$ cat src/hdl/fjoc_pkg.sv
package fjoc_pkg;

    typedef enum logic [3:0] {
        PH_LEAD       = 4'd0,
        PH_OPEN       = 4'd1,
        PH_KEY        = 4'd2,
        PH_AFTER_KEY  = 4'd3,
        PH_BEFORE_VAL = 4'd4,
        PH_STR_VAL    = 4'd5,
        PH_NUM_VAL    = 4'd6,
        PH_LITERAL    = 4'd7,
        PH_AFTER_VAL  = 4'd8,
        PH_NEED_KEY   = 4'd9,
        PH_TRAIL      = 4'd10,
        PH_ERROR      = 4'd11
    } phase_t;

    localparam logic [1:0] LIT_TRUE  = 2'd0;
    localparam logic [1:0] LIT_FALSE = 2'd1;
    localparam logic [1:0] LIT_NULL  = 2'd2;

    localparam logic [7:0] CH_SPACE  = 8'h20;
    localparam logic [7:0] CH_QUOTE  = 8'h22;
    localparam logic [7:0] CH_COMMA  = 8'h2C;
    localparam logic [7:0] CH_MINUS  = 8'h2D;
    localparam logic [7:0] CH_DOT    = 8'h2E;
    localparam logic [7:0] CH_ZERO   = 8'h30;
    localparam logic [7:0] CH_NINE   = 8'h39;
    localparam logic [7:0] CH_COLON  = 8'h3A;
    localparam logic [7:0] CH_LBRACE = 8'h7B;
    localparam logic [7:0] CH_RBRACE = 8'h7D;

    typedef struct packed {
        phase_t     phase;
        logic [1:0] lit_kind;
        logic [2:0] lit_pos;
    } fjoc_state_t;

    localparam fjoc_state_t STATE_RESET = '{phase: PH_LEAD, lit_kind: 2'd0, lit_pos: 3'd0};

    // Character of a literal keyword at a given position.
    function automatic logic [7:0] lit_char(input logic [1:0] kind, input logic [2:0] pos);
        logic [7:0] ch;
        ch = 8'h00;
        case (kind)
            LIT_TRUE: begin
                case (pos)
                    3'd0: ch = "t";
                    3'd1: ch = "r";
                    3'd2: ch = "u";
                    3'd3: ch = "e";
                    default: ch = 8'h00;
                endcase
            end
            LIT_FALSE: begin
                case (pos)
                    3'd0: ch = "f";
                    3'd1: ch = "a";
                    3'd2: ch = "l";
                    3'd3: ch = "s";
                    3'd4: ch = "e";
                    default: ch = 8'h00;
                endcase
            end
            LIT_NULL: begin
                case (pos)
                    3'd0: ch = "n";
                    3'd1: ch = "u";
                    3'd2: ch = "l";
                    3'd3: ch = "l";
                    default: ch = 8'h00;
                endcase
            end
            default: ch = 8'h00;
        endcase
        return ch;
    endfunction

    function automatic logic [2:0] lit_len(input logic [1:0] kind);
        logic [2:0] len;
        case (kind)
            LIT_FALSE: len = 3'd5;
            default:   len = 3'd4;
        endcase
        return len;
    endfunction

endpackage

$ cat src/hdl/fjoc_next_state.sv
module fjoc_next_state
    import fjoc_pkg::*;
(
    input  fjoc_state_t cur,
    input  logic [7:0]  char_byte,
    output fjoc_state_t nxt
);

    logic       is_space;
    logic       is_num;
    logic [2:0] pos_inc;
    phase_t     after_val;

    assign is_space = (char_byte == CH_SPACE);
    assign is_num   = ((char_byte >= CH_ZERO) && (char_byte <= CH_NINE))
                      || (char_byte == CH_DOT) || (char_byte == CH_MINUS);
    assign pos_inc  = cur.lit_pos + 3'd1;

    always_comb begin
        if (is_space) begin
            after_val = PH_AFTER_VAL;
        end else if (char_byte == CH_COMMA) begin
            after_val = PH_NEED_KEY;
        end else if (char_byte == CH_RBRACE) begin
            after_val = PH_TRAIL;
        end else begin
            after_val = PH_ERROR;
        end
    end

    always_comb begin
        nxt = cur;
        unique case (cur.phase)
            PH_LEAD: begin
                if (is_space) nxt.phase = PH_LEAD;
                else if (char_byte == CH_LBRACE) nxt.phase = PH_OPEN;
                else nxt.phase = PH_ERROR;
            end
            PH_OPEN: begin
                if (is_space) nxt.phase = PH_OPEN;
                else if (char_byte == CH_QUOTE) nxt.phase = PH_KEY;
                else if (char_byte == CH_RBRACE) nxt.phase = PH_TRAIL;
                else nxt.phase = PH_ERROR;
            end
            PH_KEY: begin
                nxt.phase = (char_byte == CH_QUOTE) ? PH_AFTER_KEY : PH_KEY;
            end
            PH_AFTER_KEY: begin
                if (is_space) nxt.phase = PH_AFTER_KEY;
                else if (char_byte == CH_COLON) nxt.phase = PH_BEFORE_VAL;
                else nxt.phase = PH_ERROR;
            end
            PH_BEFORE_VAL: begin
                if (is_space) begin
                    nxt.phase = PH_BEFORE_VAL;
                end else if (char_byte == CH_QUOTE) begin
                    nxt.phase = PH_STR_VAL;
                end else if (is_num) begin
                    nxt.phase = PH_NUM_VAL;
                end else if (char_byte == lit_char(LIT_TRUE, 3'd0)) begin
                    nxt = '{phase: PH_LITERAL, lit_kind: LIT_TRUE, lit_pos: 3'd1};
                end else if (char_byte == lit_char(LIT_FALSE, 3'd0)) begin
                    nxt = '{phase: PH_LITERAL, lit_kind: LIT_FALSE, lit_pos: 3'd1};
                end else if (char_byte == lit_char(LIT_NULL, 3'd0)) begin
                    nxt = '{phase: PH_LITERAL, lit_kind: LIT_NULL, lit_pos: 3'd1};
                end else begin
                    nxt.phase = PH_ERROR;
                end
            end
            PH_STR_VAL: begin
                nxt.phase = (char_byte == CH_QUOTE) ? PH_AFTER_VAL : PH_STR_VAL;
            end
            PH_NUM_VAL: begin
                nxt.phase = is_num ? PH_NUM_VAL : after_val;
            end
            PH_LITERAL: begin
                if ((cur.lit_kind > LIT_NULL) || (cur.lit_pos >= lit_len(cur.lit_kind))
                    || (char_byte != lit_char(cur.lit_kind, cur.lit_pos))) begin
                    nxt.phase = PH_ERROR;
                end else begin
                    nxt.lit_pos = pos_inc;
                    nxt.phase = (pos_inc == lit_len(cur.lit_kind)) ? PH_AFTER_VAL : PH_LITERAL;
                end
            end
            PH_AFTER_VAL: begin
                nxt.phase = after_val;
            end
            PH_NEED_KEY: begin
                if (is_space) nxt.phase = PH_NEED_KEY;
                else if (char_byte == CH_QUOTE) nxt.phase = PH_KEY;
                else nxt.phase = PH_ERROR;
            end
            PH_TRAIL: begin
                nxt.phase = is_space ? PH_TRAIL : PH_ERROR;
            end
            default: begin
                nxt.phase = PH_ERROR;
            end
        endcase
    end

endmodule

$ cat config.mk
export PLATFORM = sky130hd
export DESIGN_NAME = fjoc_next_state
export DESIGN_NICKNAME = d
export VERILOG_FILES = /design/src/hdl/fjoc_pkg.sv /design/src/hdl/fjoc_next_state.sv
export SDC_FILE = /design/constraint.sdc
export NUM_CORES = 1
export LEC_CHECK = 0
export ABC_AREA = 0
export BUFFER_PORTS_ARGS = -buffer_cell sky130_fd_sc_hd__buf_2
export CAP_MARGIN = 25
export CORE_AREA = 2 2 47 49
export DETAILED_ROUTE_END_ITERATION = 10
export DIE_AREA = 0 0 49 51
export GPL_ROUTABILITY_DRIVEN = 0
export PLACE_DENSITY = 0.86
export SLEW_MARGIN = 40
export SYNTH_ARGS = -nofsm -noshare
export SYNTH_HDL_FRONTEND = slang
export SYNTH_SLANG_ARGS = --single-unit
$ cat constraint.sdc
create_clock -name vclk -period 16.57
set_input_delay 4.1425 -clock vclk [all_inputs]
set_output_delay 4.1425 -clock vclk [all_outputs]
set_load 0.05 [all_outputs]
==> results of run 1 <==
-- logic make-up after synthesis --
| kind of cell | Yosys count | synth area share |
|---|---|---|
| muxes | 4 | 0.03913 |
| buffers and inverters | 21 | 0.08261 |
| adders and majority gates | 6 | 0.06522 |
| xor gates and xnor gates | 3 | 0.02283 |
| and+or+nand+nor | 82 | 0.4228 |
| AOI/OAI and AO/OA | 59 | 0.3674 |
-- synth_stat cells, drive strengths merged, types with 2 or more instances --
cell    number
xnor2        2
nand2b       9
a22oi        2
o21ba        3
nor2        16
o311ai       2
a221oi       3
ha           6
nor3         7
a211oi       7
nor4         4
mux2i        3
o21a         2
buf          4
a21o         2
nand2        9
or3b         4
a21oi        9
clkbuf       7
or4b         2
o211ai       3
o21ai       11
o32ai        3
nor2b        4
o22ai        2
inv         10
nor3b        4
or3          4
nand3b       4
a311oi       2
or4          4
nand3        4
or2b         3
-- how the worst min path moves through the flow --
stage	cells past startpoint	to	slack (ns)	startpoint
6_report	4	nxt[4]	8.78	cur[4]
5_1_grt	4	nxt[4]	8.84	cur[4]
4_1_cts	4	nxt[4]	8.78	cur[4]
3_5_place_dp	4	nxt[4]	8.78	cur[4]
3_3_place_gp	4	nxt[4]	8.77	cur[4]
2_1_floorplan	3	nxt[1]	8.67	cur[1]
-- metal layers --
metal | wire length (um) | global-route usage
met1 | 1446 | 0.3614
met3 | 313 | 0.03801
met5 | 0 | 0
met4 | 25 | 0.02857
met2 | 1568 | 0.4543
-- cell type report --
| cell class | count | area (um2) | area share |
|---|---|---|---|
| Timing Repair Buffer | 26 | 130.1 | 0.1034 |
| Multi-Input combinational cell | 154 | 1056 | 0.8390 |
| Tap cell | 28 | 35.03 | 0.02783 |
| Inverter | 10 | 37.54 | 0.02982 |
-- critical path, delay by kind of cell --
kind / cells / cell delay [ns]
compound gates: 2 / 0.60
fa+ha+maj: 1 / 0.30
buf+inv: 3 / 0.49
mux: 1 / 0.31
simple gates: 4 / 1.58
-- power groups by stage --
| stage | logic (W) | clock network, W | registers, W |
|---|---|---|---|
| detailed placement | 0.0000315 | 0 | 0 |
| floorplan | 0.0000240 | 0 | 0 |
| global route | 0.0000350 | 0 | 0 |
| finish | 0.0000323 | 0 | 0 |
| CTS | 0.0000316 | 0 | 0 |
| global placement | 0.0000305 | 0 | 0 |
-- stage by stage --
step	cells	area, um2	setup slack (ns)	power (W)
floorplan	175	1151	4.948	0.00002396
global placement	218	1259	5.130	0.00003048
detailed placement	218	1259	5.029	0.00003147
CTS	218	1259	5.017	0.00003157
global route	218	1259	4.881	0.00003498
finish	218	1259	4.996	0.00003225
==> results.py, run 1 <==
metrics = {
    "pwr": {
        "switchingPower_w": 0.00002129,
        "p_int_w": 0.00001096,
        "p_comb_frac": 1.000,
        "p_clk_frac": 0,
        "p_leak_nw": 0.5002,
        "switching_share": 0.6601,
        "p_per_area_mw_per_mm2": 25.62,
        "ir_drop_mv": 0.01439,
        "pwr-share-seq": 0,
    },
    "yosys": {
        "seq_area_frac_synth": 0,
        "synth.distinct_cells": 56,
        "synth_top_area_cell": "ha_1",
        "syn_inst": 175,
        "synth_warnings": 0,
        "syn_nets": 198,
        "yosysTopAreaCellShare": 0.06522,
        "synth_area_leaders": "ha_1, nand2b_1, nor2_1",
        "synth_area_per_cell_um2": 6.578,
        "synth_area_mm2": 0.001151,
    },
    "floorplanning": {
        "ios": 26,
        "std_cell_rows": 17,
        "die_y_um": 51,
        "fp.dieArea_mm2": 0.002499,
        "die_x_um": 49,
        "initial_utilization": 0.5579,
        "core-area_mm2": 0.002063,
    },
    "sta": {
        "finalCriticalPeriod_ns": 11.57,
        "finalHoldViolations": 0,
        "maxSlewHeadroom": 0.4222,
        "hold_ws_ns": 8.782,
        "rsz0062_at_grt": "false",
        "finalCritPeriodShare": 0.6985,
        "maxSlewViolCount": 0,
        "worst-slew-pin-transition_ns": 0.8615,
        "tns_ns": 0,
        "setup_violations": 0,
        "max_freq_mhz": 86.40,
    },
    "cells_and_area": {
        "final_core_util": 0.6101,
        "area_growth_pct": 9.348,
        "nFlopsAndLatches": 0,
        "final_cell_mix": "buf_2, nor2_1, o21ai_0, inv_1",
        "regArea_um2": 0,
        "drive_above_1_share": 0.2000,
        "fillCellCount": 197,
        "final_nets": 215,
        "n_antenna_cell": 0,
        "nClkBuffers": 0,
        "final_common_cell": "buf_2",
    },
    "worst_setup_path": {
        "crit_path_max_fanout": 10,
        "end_kind": "output port",
        "cp.arrival_ns": 7.43,
        "cp-endpoint": "nxt[1]",
        "worstSetupStartpoint": "cur[4]",
        "crit_path_frequent_cell": "buf_2",
        "critPathSlowestCell": "or4_4",
        "critPathLaunchType": "input pin",
        "crit_chain": "buf_2 > nand2b_1 > inv_1 > ha_1 > or3b_1 > a211oi_1 > or4b_1 > a221o_1 > or4_4 > mux2_4 > buf_2",
        "criticalPathCategory": "in -> out",
        "cpPeakStageDelay_ns": 0.53,
        "critPathRequiredTime_ns": 12.43,
    },
    "clocking": {
        "cts_hold_buffers": 0,
        "cts_resized": 0,
        "post_cts.repair.setup_buffers": 0,
    },
    "worst_hold_path": {
        "min_path_type": "in -> out",
    },
    "drt": {
        "drt_iter0_drc": 85,
        "dr.pass1.iters": 4,
        "viasPerCell": 6.711,
        "ant_nets": 0,
        "vias": 1463,
        "routed_wl_mm": 3.353,
        "drc": 0,
        "post_drt_wl_per_cell_um": 15.38,
    },
    "global_route": {
        "grt_pass1_vias": 1270,
        "grt_start_max_net_pins": 17,
        "antenna_found_initial": 0,
        "grt.overflow.total": 0,
        "track_usage": 0.2647,
        "grt_pass1_wl_mm": 5.513,
    },
    "placement": {
        "io_buffers": 26,
        "hpwl_mm": 2.609,
    },
    "outcome": {
        "outcome": "finished, final reports clean",
    },
    "run": {
        "cap_violations": 0,
    },
}
Note: power is estimated with default switching activity, not from simulation.
==> run 2, diff against run 1 <==
Settings changed: CORE_AREA 2 2 47 49 to 2 2 50 52, DIE_AREA 0 0 49 51 to 0 0 52 54, PLACE_DENSITY 0.86 to 0.8.
Clock period 16.57 ns to 10.24 ns, I/O delays scaled along.
==> run 2 against run 1 <==
Compared with the run above: hold slack got worse by 3.2 ns; final area increased by 0.20%; combinational power increased by 59%; clock-buffer cell count unchanged; routed wire length decreased by 5.1%; first-iteration DRC count decreased by 20%; global-route usage decreased by 4.5 points; cell count increased by 0.92%; utilization decreased by 6.6 points; via count decreased by 2.7%.
==> results.py, run 2 (synthesized netlist as in run 1, its figures left out) <==
metrics = {
    "floorplanning": {
        "initial_utilization": 0.4962,
        "core-area_mm2": 0.002320,
        "fp.dieArea_mm2": 0.002808,
        "die_y_um": 54,
        "std_cell_rows": 18,
        "die_x_um": 52,
        "ios": 26,
    },
    "global_route": {
        "grt_start_max_net_pins": 17,
        "antenna_found_initial": 0,
        "busiest_layer": "met2",
        "grt_pass1_wl_mm": 4.926,
        "track_usage": 0.2201,
        "grt_pass1_vias": 1108,
        "grt_util_met2": 0.3945,
        "use_met3": 0.008333,
        "grtUsageMet1": 0.2990,
        "grt.overflow.total": 0,
    },
    "cells_and_area": {
        "drive_above_1_share": 0.2000,
        "final_common_cell": "buf_2",
        "final_cell_mix": "buf_2, nor2_1, o21ai_0, inv_1",
        "design_area_mm2": 0.001261,
        "nFlopsAndLatches": 0,
        "regArea_um2": 0,
        "final_nets": 215,
        "nClkBuffers": 0,
        "n_antenna_cell": 0,
        "area_growth_pct": 9.565,
    },
    "worst_setup_path": {
        "criticalPathCategory": "in -> out",
        "critPathRequiredTime_ns": 7.68,
        "cp.arrival_ns": 5.79,
        "end_kind": "output port",
        "crit_path_max_fanout": 10,
        "critPathLaunchType": "input pin",
    },
    "drt": {
        "drt_iter0_drc": 68,
        "vias": 1424,
        "viasPerCell": 6.473,
        "routed_wl_mm": 3.183,
        "dr.pass1.iters": 4,
        "post_drt_wl_per_cell_um": 14.47,
        "drc": 0,
        "ant_nets": 0,
    },
    "pwr": {
        "p_per_area_mw_per_mm2": 40.70,
        "p_leak_nw": 0.5002,
        "ir_drop_mv": 0.02293,
    },
    "clocking": {
        "cts_hold_buffers": 0,
        "cts_resized": 0,
        "post_cts.repair.setup_buffers": 0,
    },
    "worst_hold_path": {
        "hold_start": "cur[4]",
        "hold_end": "nxt[4]",
        "min_path_type": "in -> out",
        "whs_path_depth": 4,
    },
    "sta": {
        "max_freq_mhz": 119.7,
        "tns_ns": 0,
        "finalCritPeriodShare": 0.8159,
        "maxSlewViolCount": 0,
        "finalHoldViolations": 0,
        "worst-slew-pin-transition_ns": 0.7955,
        "rsz0062_at_grt": "false",
        "hold_ws_ns": 5.614,
        "maxSlewHeadroom": 0.4665,
        "setup_violations": 0,
        "finalCriticalPeriod_ns": 8.355,
    },
    "run": {
        "cap_violations": 0,
    },
    "placement": {
        "placed_area_mm2": 0.001261,
        "hpwl_mm": 2.479,
        "io_buffers": 26,
    },
    "outcome": {
        "outcome": "finished, final reports clean",
    },
}
## run 2: cell counts in the layout (fill, tap and decap cells not counted)
No cell type changed its count.
## run 2: worst max-delay path: stages
cell	delay (ns)
buf_2	0.17
nand2b_1	0.21
inv_1	0.10
ha_1	0.29
or3b_1	0.37
a211oi_1	0.22
or4b_1	0.44
a221o_1	0.37
or4_4	0.53
mux2_4	0.31
buf_2	0.21
## run 2: worst max path at each step
stage	from	to	slack, ns	cells past startpoint
detailed placement	cur[4]	nxt[1]	1.90	11
global route	cur[4]	nxt[1]	1.77	11
global placement	cur[4]	nxt[1]	1.96	11
finish	cur[4]	nxt[1]	1.89	11
floorplan	cur[4]	nxt[0]	1.78	10
CTS	cur[4]	nxt[1]	1.90	11
## run 2: final cells by class
class              instances  area [um2]
fillers                  242        1059
inverters                 10       37.54
multi-input cells        154        1056
well taps                 30       37.54
repair buffers            26       130.1
## run 2: report_power, final
part           switching, W  leakage [nW]  internal, W
sequential                0             0            0
clock                     0             0            0
combinational     0.0000336         0.500    0.0000177
## run 2: per-stage QoR
stage          cells    util  setup WS [ns]   power [W]
3_5_place_dp     220  0.5437          1.901  0.00005059
6_report         220  0.5437          1.885  0.00005133
3_3_place_gp     220  0.5437          1.963  0.00005015
2_1_floorplan    175       -          1.783  0.00003877
5_1_grt          220  0.5437          1.771  0.00005612
4_1_cts          220  0.5437          1.897  0.00005078
## run 2: metal layers
layer / vias up / wire length [um]
met1: 655 / 1424
met2: 58 / 1559
li1: 707 / -
met3: 4 / 182
met5: - / 0
met4: 0 / 18
==> run 3, diff against run 2 <==
Settings changed: ABC_AREA 0 to 1, PLACE_DENSITY 0.8 to 0.79.
Clock period 10.24 ns to 6.95 ns, I/O delays scaled along.
==> run 3 against run 2 <==
Compared with the run above: final area up 3.5%; combinational power up 57%; sequential share of layout area unchanged; critical path depth up 5; global-route usage up 2.7 points.
==> results.py, run 3 <==
metrics = {
    "global_route": {
        "antenna_found_initial": 0,
        "grt_pass1_wl_mm": 5.499,
        "grt.overflow.total": 0,
        "grt_pass1_vias": 1309,
        "track_usage": 0.2468,
        "grt_start_max_net_pins": 9,
    },
    "yosys": {
        "synth_top_family_by_area": "simple AND/OR/NAND/NOR gates",
        "synth_area_per_cell_um2": 4.719,
        "synth_area_leaders": "nand2_1, nand3_1, inv_1",
        "synthAdderAreaFrac": 0.06601,
        "synth_compound_area_frac": 0.1430,
        "yosysTopAreaCellShare": 0.2574,
        "syn_inst": 241,
        "netlist_top_cells_count": "nand2_1, inv_1, nor2_1, nand3_1, o21ai_0",
        "synth_area_mm2": 0.001137,
        "yosysMostFrequentCell": "nand2_1",
        "synth_warnings": 0,
        "synth-xor-area-share": 0,
        "synth_top_area_cell": "nand2_1",
        "yosys.area_share.simple": 0.6623,
        "syn_nets": 264,
        "seq_area_frac_synth": 0,
        "synth_mux_area_frac": 0,
        "synth.distinct_cells": 20,
    },
    "cells_and_area": {
        "nClkBuffers": 0,
        "design_area_mm2": 0.001305,
        "regArea_um2": 0,
        "final_cell_mix": "nand2_1, inv_1, nor2_1, nand3_1, buf_2",
        "n_antenna_cell": 0,
        "drive_above_1_share": 0.1573,
        "final_nets": 292,
        "final_common_cell": "nand2_1",
        "area_growth_pct": 14.74,
        "nFlopsAndLatches": 0,
    },
    "floorplanning": {
        "fp.dieArea_mm2": 0.002808,
        "die_y_um": 54,
        "std_cell_rows": 18,
        "initial_utilization": 0.4903,
        "core-area_mm2": 0.002320,
        "ios": 26,
        "die_x_um": 52,
    },
    "worst_hold_path": {
        "min_path_type": "in -> out",
        "hold_start": "cur[2]",
        "whs_path_depth": 4,
    },
    "run": {
        "cap_violations": 0,
    },
    "drt": {
        "routed_wl_mm": 3.147,
        "ant_nets": 0,
        "post_drt_wl_per_cell_um": 10.60,
        "drc": 0,
        "dr.pass1.iters": 4,
        "drt_iter0_drc": 82,
        "viasPerCell": 5.229,
        "vias": 1553,
    },
    "pwr": {
        "power_w": 0.00008056,
        "p_leak_nw": 0.7732,
        "ir_drop_mv": 0.04062,
        "p_per_area_mw_per_mm2": 61.73,
    },
    "sta": {
        "maxSlewHeadroom": 0.6699,
        "max_freq_mhz": 182.2,
        "worst-slew-pin-transition_ns": 0.4933,
        "tns_ns": 0,
        "maxSlewViolCount": 0,
        "finalCritPeriodShare": 0.7898,
        "finalCriticalPeriod_ns": 5.489,
        "rsz0062_at_grt": "false",
        "finalHoldViolations": 0,
        "setup_violations": 0,
    },
    "clocking": {
        "post_cts.repair.setup_buffers": 0,
        "cts_hold_buffers": 0,
        "cts_resized": 0,
    },
    "placement": {
        "hpwl_mm": 2.681,
        "placed_area_mm2": 0.001305,
        "io_buffers": 26,
    },
    "worst_setup_path": {
        "end_kind": "output port",
        "criticalPathCategory": "in -> out",
        "cp.arrival_ns": 3.75,
        "critPathLaunchType": "input pin",
        "worstSetupStartpoint": "cur[4]",
        "crit_path_max_fanout": 5,
        "critPathRequiredTime_ns": 5.21,
    },
    "outcome": {
        "outcome": "finished, final reports clean",
    },
}
[run 3: changes by cell type after synthesis, moves of 6 or more]
cell      change
nand4_1       +9
a211oi_1      -7
nand2_1      +69
clkbuf_1      -6
inv_1        +26
nand3_1      +26
nor2_1       +18
nand2b_1      -9
[run 3: final timing paths]
check	endpoint
hold / removal	nxt[2]
setup / recovery	nxt[2]
[run 3: cell type report]
cell class         instances  area, um2
fillers                  238       1015
multi-input cells        202      991.0
inverters                 39      146.4
repair buffers            26      130.1
well taps                 30      37.54
[run 3: cell families (layout without fill, tap and decap cells)]
family          count (synthesis)  in the layout
simple gates                  168            168
buf+inv                        39             65
compound gates                 28             28
fa+ha+maj                       6              6
[run 3: routing by layer]
metal | vias to the layer above | track usage | routed length [um]
li1 | 843 | - | -
met1 | 640 | 0.3660 | 1547
met2 | 70 | 0.4093 | 1347
met3 | 0 | 0.005556 | 251
met4 | 0 | 0.02193 | 0
met5 | - | 0 | 0
[run 3: per-stage QoR]
stage                     utilization  setup slack (ns)  hold slack [ns]  cells
after floorplan                     -             1.818            3.774    241
after global placement         0.5626             1.490            3.904    297
after detailed placement       0.5626             1.480            3.915    297
after CTS                      0.5626             1.477            3.916    297
after global routing           0.5626             1.214            3.933    297
final                          0.5626             1.461            3.912    297
[run 3: power breakdown]
group          switching, W  internal, W
logic             0.0000572    0.0000234
registers                 0            0
clock network             0            0
[run 3: worst max-delay path, stage by stage]
cell,delay (ns)
buf_2,0.13
inv_1,0.08
nand2_1,0.07
inv_1,0.14
ha_1,0.26
nand3b_1,0.16
a21oi_1,0.20
nand2_1,0.08
nor2_1,0.09
nand2_1,0.06
nor2_2,0.13
nand3_2,0.12
nand2_1,0.08
nand3_1,0.07
nand2_1,0.08
buf_2,0.25
